`src/design/cfhp_pkg.sv`:
```
// ----------------------------------------------------------------------------
// cfhp_pkg
// Shared types, constants and the byte-wide CRC-32 update of the frame header
// parser.
// ----------------------------------------------------------------------------
package cfhp_pkg;

  localparam logic [31:0] CrcInit = 32'hFFFF_FFFF;
  localparam logic [31:0] CrcPoly = 32'hEDB8_8320;

  localparam int unsigned HdrBytes = 16;
  localparam int unsigned HdrIdxW  = $clog2(HdrBytes);

  localparam logic [HdrIdxW-1:0] MagicEnd = HdrIdxW'(4);
  localparam logic [HdrIdxW-1:0] FieldEnd = HdrIdxW'(12);
  localparam logic [HdrIdxW-1:0] CrcEnd   = HdrIdxW'(HdrBytes - 1);

  localparam logic KindStatus  = 1'b0;
  localparam logic KindPayload = 1'b1;

  typedef enum logic [2:0] {
    ST_OK          = 3'd0,
    ST_BAD_MAGIC   = 3'd1,
    ST_BAD_CRC     = 3'd2,
    ST_BAD_VERSION = 3'd3,
    ST_TOO_LARGE   = 3'd4,
    ST_BAD_TYPE    = 3'd5
  } status_e;

  typedef enum logic [1:0] {
    REG_MAGIC       = 2'd0,
    REG_VERSION     = 2'd1,
    REG_MAX_PAYLOAD = 2'd2,
    REG_TYPE_MASK   = 2'd3
  } reg_idx_e;

  typedef struct packed {
    logic [31:0] frame_magic;
    logic [15:0] protocol_version;
    logic [31:0] max_payload;
    logic [63:0] known_type_mask;
  } cfg_t;

  typedef struct packed {
    logic        kind;
    status_e     status;
    logic [15:0] message_type;
    logic [31:0] payload_length;
    logic [7:0]  payload_byte;
    logic        last;
  } result_t;

  function automatic logic [31:0] crc_byte(logic [31:0] crc, logic [7:0] b);
    logic [31:0] c;
    c = crc ^ {24'd0, b};
    for (int k = 0; k < 8; k++) begin
      c = c[0] ? (CrcPoly ^ (c >> 1)) : (c >> 1);
    end
    return c;
  endfunction

endpackage

```
`src/design/cfhp_if.sv`:
```
// ----------------------------------------------------------------------------
// cfhp_if
// Valid/ready channels of the frame header parser: byte stream in, results out.
// ----------------------------------------------------------------------------
interface cfhp_byte_if;
  logic       valid;
  logic       ready;
  logic [7:0] data_byte;

  modport source (output valid, output data_byte, input ready);
  modport sink (input valid, input data_byte, output ready);
endinterface

interface cfhp_result_if;
  logic        valid;
  logic        ready;
  logic        kind;
  logic [2:0]  status;
  logic [15:0] message_type;
  logic [31:0] payload_length;
  logic [7:0]  payload_byte;
  logic        last;

  modport source (
    output valid, output kind, output status, output message_type,
    output payload_length, output payload_byte, output last, input ready
  );
  modport sink (
    input valid, input kind, input status, input message_type,
    input payload_length, input payload_byte, input last, output ready
  );
endinterface

```
`src/design/cfhp_cfg.sv`:
```
// ----------------------------------------------------------------------------
// cfhp_cfg
// Configuration registers: magic, version, maximum payload, known-type mask.
// ----------------------------------------------------------------------------
module cfhp_cfg (
  input  logic                clk_i,
  input  logic                rst_ni,
  input  logic                cfg_we_i,
  input  logic [1:0]          cfg_index_i,
  input  logic [63:0]         cfg_data_i,
  output cfhp_pkg::cfg_t      cfg_o
);

  cfhp_pkg::cfg_t cfg_q, cfg_d;

  always_comb begin
    cfg_d = cfg_q;
    if (cfg_we_i) begin
      unique case (cfhp_pkg::reg_idx_e'(cfg_index_i))
        cfhp_pkg::REG_MAGIC:       cfg_d.frame_magic      = cfg_data_i[31:0];
        cfhp_pkg::REG_VERSION:     cfg_d.protocol_version = cfg_data_i[15:0];
        cfhp_pkg::REG_MAX_PAYLOAD: cfg_d.max_payload      = cfg_data_i[31:0];
        cfhp_pkg::REG_TYPE_MASK:   cfg_d.known_type_mask  = cfg_data_i;
        default: ;
      endcase
    end
  end

  always_ff @(posedge clk_i or negedge rst_ni) begin
    if (!rst_ni) begin
      cfg_q.frame_magic      <= 32'd0;
      cfg_q.protocol_version <= 16'd1;
      cfg_q.max_payload      <= 32'd65536;
      cfg_q.known_type_mask  <= 64'd1022;
    end else begin
      cfg_q <= cfg_d;
    end
  end

  assign cfg_o = cfg_q;

endmodule

```
`src/design/cfhp_parser.sv`:
```
// ----------------------------------------------------------------------------
// cfhp_parser
// Header gathering, CRC-32 update, header checks and payload pass-through for
// one byte per step.
// ----------------------------------------------------------------------------
module cfhp_parser (
  input  logic                 clk_i,
  input  logic                 rst_ni,
  input  logic                 step_i,
  input  logic [7:0]           data_byte_i,
  input  cfhp_pkg::cfg_t       cfg_i,
  output logic                 res_valid_o,
  output cfhp_pkg::result_t    res_o
);

  logic                           in_payload_q, in_payload_d;
  logic [cfhp_pkg::HdrIdxW-1:0]   hdr_idx_q, hdr_idx_d;
  logic [31:0]                    crc_q, crc_d;
  logic                           magic_ok_q, magic_ok_d;
  logic [31:0]                    remaining_q, remaining_d;
  logic [63:0]                    hdr_fields_q, hdr_fields_d;
  logic [23:0]                    crc_field_q, crc_field_d;

  logic [31:0] crc_upd;
  logic [31:0] rem_dec;
  logic [31:0] rx_crc;
  logic [15:0] version;
  logic [15:0] mtype;
  logic [31:0] plen;
  logic [2:0]  field_off;
  logic [1:0]  crc_off;
  logic [1:0]  magic_off;
  cfhp_pkg::status_e status;

  assign crc_upd   = cfhp_pkg::crc_byte(crc_q, data_byte_i);
  assign rem_dec   = (remaining_q != 32'd0) ? remaining_q - 32'd1 : remaining_q;
  assign version   = hdr_fields_q[15:0];
  assign mtype     = hdr_fields_q[31:16];
  assign plen      = hdr_fields_q[63:32];
  assign rx_crc    = {data_byte_i, crc_field_q};
  assign magic_off = hdr_idx_q[1:0];
  assign field_off = 3'(hdr_idx_q - cfhp_pkg::MagicEnd);
  assign crc_off   = 2'(hdr_idx_q - cfhp_pkg::FieldEnd);

  always_comb begin
    if (!magic_ok_q) begin
      status = cfhp_pkg::ST_BAD_MAGIC;
    end else if (rx_crc != (crc_q ^ cfhp_pkg::CrcInit)) begin
      status = cfhp_pkg::ST_BAD_CRC;
    end else if (version != cfg_i.protocol_version) begin
      status = cfhp_pkg::ST_BAD_VERSION;
    end else if (plen > cfg_i.max_payload) begin
      status = cfhp_pkg::ST_TOO_LARGE;
    end else if (mtype[15:6] != 10'd0 || !cfg_i.known_type_mask[mtype[5:0]]) begin
      status = cfhp_pkg::ST_BAD_TYPE;
    end else begin
      status = cfhp_pkg::ST_OK;
    end
  end

  always_comb begin
    in_payload_d = in_payload_q;
    hdr_idx_d    = hdr_idx_q;
    crc_d        = crc_q;
    magic_ok_d   = magic_ok_q;
    remaining_d  = remaining_q;
    hdr_fields_d = hdr_fields_q;
    crc_field_d  = crc_field_q;

    res_valid_o          = 1'b0;
    res_o.kind           = cfhp_pkg::KindStatus;
    res_o.status         = cfhp_pkg::ST_OK;
    res_o.message_type   = mtype;
    res_o.payload_length = plen;
    res_o.payload_byte   = 8'd0;
    res_o.last           = 1'b0;

    if (step_i) begin
      if (in_payload_q) begin
        res_valid_o        = 1'b1;
        res_o.kind         = cfhp_pkg::KindPayload;
        res_o.payload_byte = data_byte_i;
        res_o.last         = (rem_dec == 32'd0);
        remaining_d        = rem_dec;
        if (rem_dec == 32'd0) begin
          in_payload_d = 1'b0;
          hdr_idx_d    = '0;
          crc_d        = cfhp_pkg::CrcInit;
          magic_ok_d   = 1'b1;
        end
      end else begin
        if (hdr_idx_q < cfhp_pkg::FieldEnd) begin
          crc_d = crc_upd;
        end
        if (hdr_idx_q < cfhp_pkg::MagicEnd) begin
          if (cfg_i.frame_magic[{magic_off, 3'b000} +: 8] != data_byte_i) begin
            magic_ok_d = 1'b0;
          end
        end else if (hdr_idx_q < cfhp_pkg::FieldEnd) begin
          hdr_fields_d[{field_off, 3'b000} +: 8] = data_byte_i;
        end else if (hdr_idx_q < cfhp_pkg::CrcEnd) begin
          crc_field_d[{crc_off, 3'b000} +: 8] = data_byte_i;
        end

        if (hdr_idx_q != cfhp_pkg::CrcEnd) begin
          hdr_idx_d = hdr_idx_q + cfhp_pkg::HdrIdxW'(1);
        end else begin
          res_valid_o  = 1'b1;
          res_o.status = status;
          res_o.last   = (status != cfhp_pkg::ST_OK) || (plen == 32'd0);
          hdr_idx_d    = '0;
          crc_d        = cfhp_pkg::CrcInit;
          magic_ok_d   = 1'b1;
          if (status == cfhp_pkg::ST_OK && plen != 32'd0) begin
            in_payload_d = 1'b1;
            remaining_d  = plen;
          end else begin
            in_payload_d = 1'b0;
            remaining_d  = 32'd0;
          end
        end
      end
    end
  end

  always_ff @(posedge clk_i or negedge rst_ni) begin
    if (!rst_ni) begin
      in_payload_q <= 1'b0;
      hdr_idx_q    <= '0;
      crc_q        <= cfhp_pkg::CrcInit;
      magic_ok_q   <= 1'b1;
      remaining_q  <= 32'd0;
    end else begin
      in_payload_q <= in_payload_d;
      hdr_idx_q    <= hdr_idx_d;
      crc_q        <= crc_d;
      magic_ok_q   <= magic_ok_d;
      remaining_q  <= remaining_d;
    end
  end

  always_ff @(posedge clk_i) begin
    hdr_fields_q <= hdr_fields_d;
    crc_field_q  <= crc_field_d;
  end

  a_payload_has_bytes: assert property (@(posedge clk_i) disable iff (!rst_ni)
    in_payload_q |-> remaining_q != 32'd0)
    else $error("payload phase with no bytes left");

  a_payload_idx_zero: assert property (@(posedge clk_i) disable iff (!rst_ni)
    in_payload_q |-> hdr_idx_q == '0)
    else $error("header index moved during payload");

  a_header_silent: assert property (@(posedge clk_i) disable iff (!rst_ni)
    step_i && !in_payload_q && hdr_idx_q != cfhp_pkg::CrcEnd |-> !res_valid_o)
    else $error("result before the last header byte");

  a_last_restarts: assert property (@(posedge clk_i) disable iff (!rst_ni)
    step_i && res_valid_o && res_o.last |=> !in_payload_q && hdr_idx_q == '0
      && crc_q == cfhp_pkg::CrcInit)
    else $error("frame end did not restart header gathering");

endmodule

```
`src/design/crc_checked_frame_header_parser_unit.sv`:
```
// ----------------------------------------------------------------------------
// crc_checked_frame_header_parser_unit
// Stream parser for length-prefixed frames with a CRC-32 checked header.
// ----------------------------------------------------------------------------
// Takes one byte per cycle, back to back, while the output is not stalled: a
// byte goes into an input register, is parsed once the output register can
// take a result, and that result, if any, is registered there. The byte-wide
// CRC-32 update and the header compare chain between the input and output
// registers set the clock limit. Header bytes 1 to 15 give no result, the 16th
// gives one status, and each payload byte gives one result. A stalled output
// holds the pipeline; configuration takes effect on the next byte.
// ----------------------------------------------------------------------------
module crc_checked_frame_header_parser_unit (
  input  logic          clk_i,
  input  logic          rst_ni,
  input  logic          cfg_we_i,
  input  logic [1:0]    cfg_index_i,
  input  logic [63:0]   cfg_data_i,
  cfhp_byte_if.sink     byte_i,
  cfhp_result_if.source result_o
);

  cfhp_pkg::cfg_t    cfg;
  cfhp_pkg::result_t res;
  logic              res_valid;

  logic              in_valid_q, in_valid_d;
  logic [7:0]        in_byte_q;
  logic              out_valid_q, out_valid_d;
  cfhp_pkg::result_t out_q;
  logic              slot_free;
  logic              step;
  logic              in_take;

  assign slot_free    = !out_valid_q || result_o.ready;
  assign step         = in_valid_q && slot_free;
  assign byte_i.ready = !in_valid_q || slot_free;
  assign in_take      = byte_i.valid && byte_i.ready;

  cfhp_cfg u_cfg (
    .clk_i       (clk_i),
    .rst_ni      (rst_ni),
    .cfg_we_i    (cfg_we_i),
    .cfg_index_i (cfg_index_i),
    .cfg_data_i  (cfg_data_i),
    .cfg_o       (cfg)
  );

  cfhp_parser u_parser (
    .clk_i       (clk_i),
    .rst_ni      (rst_ni),
    .step_i      (step),
    .data_byte_i (in_byte_q),
    .cfg_i       (cfg),
    .res_valid_o (res_valid),
    .res_o       (res)
  );

  always_comb begin
    in_valid_d = in_valid_q;
    if (in_take) begin
      in_valid_d = 1'b1;
    end else if (step) begin
      in_valid_d = 1'b0;
    end
    out_valid_d = out_valid_q;
    if (slot_free) begin
      out_valid_d = step && res_valid;
    end
  end

  always_ff @(posedge clk_i or negedge rst_ni) begin
    if (!rst_ni) begin
      in_valid_q  <= 1'b0;
      out_valid_q <= 1'b0;
    end else begin
      in_valid_q  <= in_valid_d;
      out_valid_q <= out_valid_d;
    end
  end

  always_ff @(posedge clk_i) begin
    if (in_take) begin
      in_byte_q <= byte_i.data_byte;
    end
    if (step && res_valid) begin
      out_q <= res;
    end
  end

  assign result_o.valid          = out_valid_q;
  assign result_o.kind           = out_q.kind;
  assign result_o.status         = out_q.status;
  assign result_o.message_type   = out_q.message_type;
  assign result_o.payload_length = out_q.payload_length;
  assign result_o.payload_byte   = out_q.payload_byte;
  assign result_o.last           = out_q.last;

endmodule

```
`src/flat_wrapper.sv`:
```
// flat-port wrapper written by rule: the top's interface ports become plain ports
module crc_checked_frame_header_parser_unit_flat 
  (clk_i, rst_ni, cfg_we_i, cfg_index_i, cfg_data_i, byte_i_valid, byte_i_data_byte, byte_i_ready, result_o_valid, result_o_kind, result_o_status, result_o_message_type, result_o_payload_length, result_o_payload_byte, result_o_last, result_o_ready);
  cfhp_byte_if byte_i_i ();
  cfhp_result_if result_o_i ();
  input  logic clk_i;
  input  logic rst_ni;
  input  logic cfg_we_i;
  input  logic [1:0] cfg_index_i;
  input  logic [63:0] cfg_data_i;
  input wire logic [$bits(byte_i_i.valid)-1:0] byte_i_valid;
  input wire logic [$bits(byte_i_i.data_byte)-1:0] byte_i_data_byte;
  output wire logic [$bits(byte_i_i.ready)-1:0] byte_i_ready;
  output wire logic [$bits(result_o_i.valid)-1:0] result_o_valid;
  output wire logic [$bits(result_o_i.kind)-1:0] result_o_kind;
  output wire logic [$bits(result_o_i.status)-1:0] result_o_status;
  output wire logic [$bits(result_o_i.message_type)-1:0] result_o_message_type;
  output wire logic [$bits(result_o_i.payload_length)-1:0] result_o_payload_length;
  output wire logic [$bits(result_o_i.payload_byte)-1:0] result_o_payload_byte;
  output wire logic [$bits(result_o_i.last)-1:0] result_o_last;
  input wire logic [$bits(result_o_i.ready)-1:0] result_o_ready;
  assign byte_i_i.valid = byte_i_valid;
  assign byte_i_i.data_byte = byte_i_data_byte;
  assign byte_i_ready = byte_i_i.ready;
  assign result_o_valid = result_o_i.valid;
  assign result_o_kind = result_o_i.kind;
  assign result_o_status = result_o_i.status;
  assign result_o_message_type = result_o_i.message_type;
  assign result_o_payload_length = result_o_i.payload_length;
  assign result_o_payload_byte = result_o_i.payload_byte;
  assign result_o_last = result_o_i.last;
  assign result_o_i.ready = result_o_ready;
  crc_checked_frame_header_parser_unit u_core (.clk_i(clk_i), .rst_ni(rst_ni), .cfg_we_i(cfg_we_i), .cfg_index_i(cfg_index_i), .cfg_data_i(cfg_data_i), .byte_i(byte_i_i), .result_o(result_o_i));
endmodule
```
`config.mk`:
```
export PLATFORM = sky130hd
export DESIGN_NAME = crc_checked_frame_header_parser_unit_flat
export DESIGN_NICKNAME = d
export VERILOG_FILES = /design/src/design/cfhp_pkg.sv /design/src/design/cfhp_if.sv /design/src/design/cfhp_cfg.sv /design/src/design/cfhp_parser.sv /design/src/design/crc_checked_frame_header_parser_unit.sv /design/src/flat_wrapper.sv
export SDC_FILE = /design/constraint.sdc
export NUM_CORES = 1
export LEC_CHECK = 0
export BUFFER_PORTS_ARGS = -buffer_cell sky130_fd_sc_hd__buf_4
export CORE_MARGIN = 3
export CORE_UTILIZATION = 61
export DETAILED_ROUTE_END_ITERATION = 16
export PLACE_DENSITY = 0.81
export SLEW_MARGIN = 10
export SYNTH_ARGS = -nofsm -noshare
export SYNTH_HDL_FRONTEND = slang
export SYNTH_SLANG_ARGS = --single-unit
export TNS_END_PERCENT = 5
```
`constraint.sdc`:
```
create_clock -name clk_i -period 4.8 [get_ports clk_i]
set_input_delay 0.96 -clock clk_i [delete_from_list [all_inputs] [get_ports clk_i]]
set_output_delay 0.96 -clock clk_i [all_outputs]
set_load 0.01 [all_outputs]
```
# Word-level counts from Yosys, hierarchy flattened
# Cells that the tools add are included.
# totals
regBits	373
inputBits	79
out_inout_bits	63
wordCells	139
# classes
n_addsub	6
n_lt_le_gt_ge	5
n_eq_ne	12
n_shift	5
n_mux	45
n_bitwise	14
reduce_logical	32
# ops
cell	n
32-bit 2-to-1 mux	16
13-bit inverter with 14-bit output	8
64-bit bitwise mux	1
32-bit zero test	2
32-bit nonzero test	2
8-bit by 8-bit variable shift with 64-bit output, first input constant	1
8-bit by 8-bit indexed part select with 64-bit output	1
32-bit > comparator	1
32-bit inequality test	1
32-bit inverter	1
32-bit by 6-bit indexed part select with 8-bit output	1
32-bit by 1-bit subtractor with 32-bit output, second input constant	1
32-bit by 8-bit bitwise XOR with 32-bit output	1
24-bit bitwise mux	1
8-bit by 7-bit variable shift with 24-bit output, first input constant	1
8-bit by 7-bit indexed part select with 24-bit output	1
1-bit 2-to-1 mux	18
16-bit inequality test	1
3-bit 2-to-1 mux	5
2-bit AND reduction	7
4-bit 2-to-1 mux	3
10-bit nonzero test	1
3-bit inequality test, second input constant	3
4-bit < comparator, second input constant	2
other kinds (26)	39

# Depth between registers and ports, before layout
# depth
depth_word	20
ltp_mapped	13
mapped_depth_nobuf	10

# By module
# From an unflattened synthesis, not the netlist that was laid out.
# hier_totals
cells_unflattened	1493
hier_area_um2	18788.0
# by_module_without_submodules
mod	instances	cells_each	area_per_inst_um2	seq_area_each_um2
cfhp_parser	1	1109	11213.3	4435.5
cfhp_cfg	1	305	5391.4	3617.2
crc_checked_frame_header_parser_unit	1	79	2183.3	2122.0

# Least setup slack after synthesis
# OpenSTA, ideal clock, no wires.
# synth_timing
kind	in2reg
from	in result_o_ready
to	reg u_core.u_parser.remaining_q[22]
setup_ps	87
t_arrival_ps	4303
required_ps	4713
path_slack_ps	409
path_stages	8
n_path_buf	3
cell_sequence	nand2b_1 nand3_1 inv_1 clkbuf_1 clkbuf_1 clkbuf_1 o21ai_0 o22ai_1
# synth_via
elab_chain_len	3
# synth_lines
item	line	source
from (decl)	flat_wrapper.sv:21	input wire logic [$bits(result_o_i.ready)-1:0] result_o_ready;
1-bit logical OR	crc_checked_frame_header_parser_unit.sv:35	assign slot_free = !out_valid_q || result_o.ready;
1-bit logical AND	crc_checked_frame_header_parser_unit.sv:36	assign step = in_valid_q && slot_free;
2-bit AND reduction (no source line)	n/a	
to (signal assigned)	cfhp_parser.sv:138	remaining_q <= remaining_d;
to (decl)	cfhp_parser.sv:20	logic [31:0] remaining_q, remaining_d;
# No other way between the ends.
# A chain may end at the register's enable or synchronous reset.

# Final worst setup path
# layout_timing
from	reg u_core.u_parser.remaining_q[0]
to	reg u_core.u_parser.crc_q[11]
# layout_via
elab_chain_len	5
elab_cells_between_ends	6
classes_between	add/sub (1); eq/ne (1); mux (1); reduce/logical (3)
# layout_lines
item	line	source
32-bit by 1-bit subtractor with 32-bit output / 32-bit nonzero test (equally long branches)	cfhp_parser.sv:36	assign rem_dec = (remaining_q != 32'd0) ? remaining_q - 32'd1 : remaining_q;
32-bit 2-to-1 mux *	cfhp_parser.sv:36	
32-bit zero test *	cfhp_parser.sv:85	if (rem_dec == 32'd0) begin
2-bit by 1-bit inequality test with 1-bit output (no source line) *	n/a	
3-bit AND reduction (no source line) *	n/a	
to (signal assigned)	cfhp_parser.sv:130	crc_q <= cfhp_pkg::CrcInit;
to (signal assigned)	cfhp_parser.sv:136	crc_q <= crc_d;
to (decl)	cfhp_parser.sv:18	logic [31:0] crc_q, crc_d;
# Every way passes the cells marked *; elsewhere a longest branch is shown, timed or not.

==> metrics <==
Vias/cell=6.18; Post-synth top cells=dfrtp_1, edfxtp_1, mux2_2; total gr overflow=0; power share of the sequential group=42.2%; fin nets=1751; vias=12700; Max VDD drop=0.000393 V; fin. max-slew vios=0; CTS Root Cell=clkbuf_16; top area cells in the synthesized netlist=edfxtp_1, dfrtp_1, mux2_2; crit-path leading delay family=simple AND/OR/NAND/NOR gates; Die Area=32400 sq um; Period minus WS final=4.34 ns; Synth cell types=70; CP Capture Type=register; status=finished clean; Peak Freq=0.230 GHz; Num CTS Buffers=39; worst r2r src=u_core.u_parser.remaining_q[0]; hold_sp=u_core.u_parser.hdr_fields_q[28]; global-route wire length before repair=74600 um; mux share of post-synthesis cell area=14.5%; Compound-Gate Fraction of Synth Area=6.55%; Die Height=180 um; CTS sink cnt=373; H-tree levels=2; ant diodes=0; clk buf depth=3; RSZ-0062 raised after global routing=false; layout cells sized above 1=28.3%; Die Width=180 um; # port buffers=141; CP max stage cell=or4b_2; most frequent cell after synthesis=dfrtp_1; max_cap viols=0; syn_nets=1610; Post-synth EDFFs=157; Row Count=63; XOR/XNOR Fraction of Synth Area=6.31%; CP Buf/Inv Count=2; switch share=32.3%; post-synthesis async set-or-reset flop share=57.9%; post-route ant nets=0; crit-path max FO=31; reg2reg setup slack=0.46 ns; HPWL reported at the end of detailed placement=33800 um; hold buffers post-CTS=0; Worst Tran Pin Value=1.11 ns; critical path cell sequence=inv_1, ha_1, or4b_2, nor4_1, a41oi_1, a221oi_2, nand4_1, or4_4, a21boi_4, buf_12, mux2_1; Synth Warn #=0; arrival time of the worst setup path=4.79 ns; area share of fa/ha/maj cells after synthesis=2.92%; Residual DRC=0; Final Wtd Congestion=0.928; hold crit path type=register to register; post-synthesis simple-gate area fraction=11.9%; Post-CTS Setup Repair Bufs=0; register area share after synthesis=55.1%; TritonCTS clock tree=built; WL/cell=23.2 um; kind of start point of the critical path=register; Logic pwr share=30.1%; final period utilization=90.4%; Post-Syn Area=18500 sq um; Post-synth top flop=dfrtp_1; Fin. Hold Viols=0; FF+latch count, synth=373; Core Util, Final=71.6%; crit-path max cell delay=0.67 ns; Starting DRT DRC Count=1183; Yosys top cell area share=25.5%; fill cell count=1960; Mapped Avg Cell Area=12.4 sq um; Syn-to-layout area delta=15.2%; internal power=7.11 mW; Leak=8.41 nW; Worst-path clk slew=0.06 ns; Ports=142; clock network power share=27.7%; total routed wirelength=47600 um; post-cts sizing count=0; Critical path origin=u_core.u_parser.remaining_q[0]; initial core utilization=62.1%; Synth area leader=edfxtp_1; initial antenna violation count=0; largest family of logic cells by synthesized area=multiplexers; Net Switching=3.39 mW; Cells after Synth=1488; required time of the critical path=5.25 ns; core area=29700 sq um; relative slew slack=26.0%; TNS Setup=0 ns; number of global-route vias before repair=13000; clock skew=0.0157 ns; pwr dens=493 nW/um^2; Pre-Repair DR Iteration Count=5; pin count of the biggest net entering global routing=120; WS Path Type=register to register; worst skew pair latency=0.54 ns; Setup violations, final=0; Total GRT Usage=29.3%
[routing by layer]
layer	GRT usage, %	wire length [um]	vias up
li1	-	-	5689
met3	5.81	3770	109
met2	47.4	22700	545
met5	0	0	-
met4	9.68	1620	0
met1	40.4	19600	6335
[worst paths after layout]
kind	end	cells past startpoint
setup reg to reg	u_core.u_parser.crc_q[11]	11
max in group asynchronous	u_core.u_parser.crc_q[22]	2
min in group asynchronous	u_core.in_valid_q	1
setup / recovery	u_core.u_parser.crc_q[11]	11
hold reg to reg	u_core.result_o.message_type[12]	0
hold / removal	u_core.result_o.message_type[12]	0
[layout by cell type (no fill, tap or decap), drive strengths merged, types with 3 or more instances in the layout]
cell	n
a211oi	10
a21o	14
a21oi	31
a22oi	3
a31oi	4
and2	93
and3	7
and4	4
buf	177
clkbuf	58
clkinv	12
dfrtp	172
dfstp	44
edfxtp	157
ha	43
inv	51
mux2	172
mux2i	10
mux4	28
nand2	91
nand2b	6
nand3	24
nand3b	4
nand4	36
nor2	71
nor2b	3
nor3	24
nor3b	3
nor4	24
o211ai	16
o21ai	54
o221ai	4
o22ai	18
o2bb2ai	3
o31ai	4
or2	4
or3	10
or4	5
xnor2	75
xor2	58
[sequential cells by signal, indices dropped and copies added (netlist names)]
register,cells
u_core.u_cfg.cfg_o,144
u_core.u_parser.hdr_fields_q,64
u_core.result_o.payload_length,32
u_core.u_parser.crc_q,32
u_core.u_parser.remaining_q,32
u_core.u_parser.crc_field_q,24
u_core.result_o.message_type,16
u_core.in_byte_q,8
u_core.result_o.payload_byte,8
u_core.u_parser.hdr_idx_q,4
u_core.result_o.status,3
u_core.in_valid_q,1
u_core.result_o.kind,1
u_core.result_o.last,1
u_core.result_o.valid,1
u_core.u_parser.in_payload_q,1
u_core.u_parser.magic_ok_q,1
[area by class of cell]
cell class / count / area, sq um / area share [%]
Sequential cell: 373 / 10200 / 47.8
Multi-Input combinational cell: 987 / 7790 / 36.6
Timing Repair Buffer: 178 / 1390 / 6.55
Clock buffer: 57 / 1100 / 5.20
Tap cell: 390 / 488 / 2.29
Inverter: 50 / 190 / 0.894
Clock inverter: 15 / 126 / 0.594
[metrics by stage]
step	std cells	worst slack, ns	instance area [sq um]	hold slack (ns)	power, mW
CTS	2050	0.522	21300	0.450	10.5
finish	2050	0.461	21300	0.453	10.5
detailed placement	1978	0.541	20000	0.440	7.56
floorplan	1488	0.409	18500	0.424	6.68
global route	2050	0.240	21300	0.466	11.0
global placement	1978	0.609	20000	0.444	7.44
[cells by family (layout without fill, tap and decap cells)]
| logic type | count (synthesis) | in the layout |
|---|---|---|
| compound gates | 185 | 185 |
| xor+xnor | 133 | 133 |
| fa+ha+maj | 43 | 43 |
| buf+inv | 128 | 300 |
| flops | 373 | 373 |
| mux | 210 | 210 |
| simple gates | 416 | 416 |
[power groups by stage]
stage | Combinational (mW) | Sequential (mW) | Clock (mW)
floorplan | 2.44 | 4.24 | 0
global placement | 3.00 | 4.43 | 0
detailed placement | 3.10 | 4.45 | 0
global route | 3.49 | 4.48 | 3.08
CTS | 3.15 | 4.41 | 2.94
finish | 3.16 | 4.42 | 2.91
No activity file was read; power rests on OpenSTA's default activity.
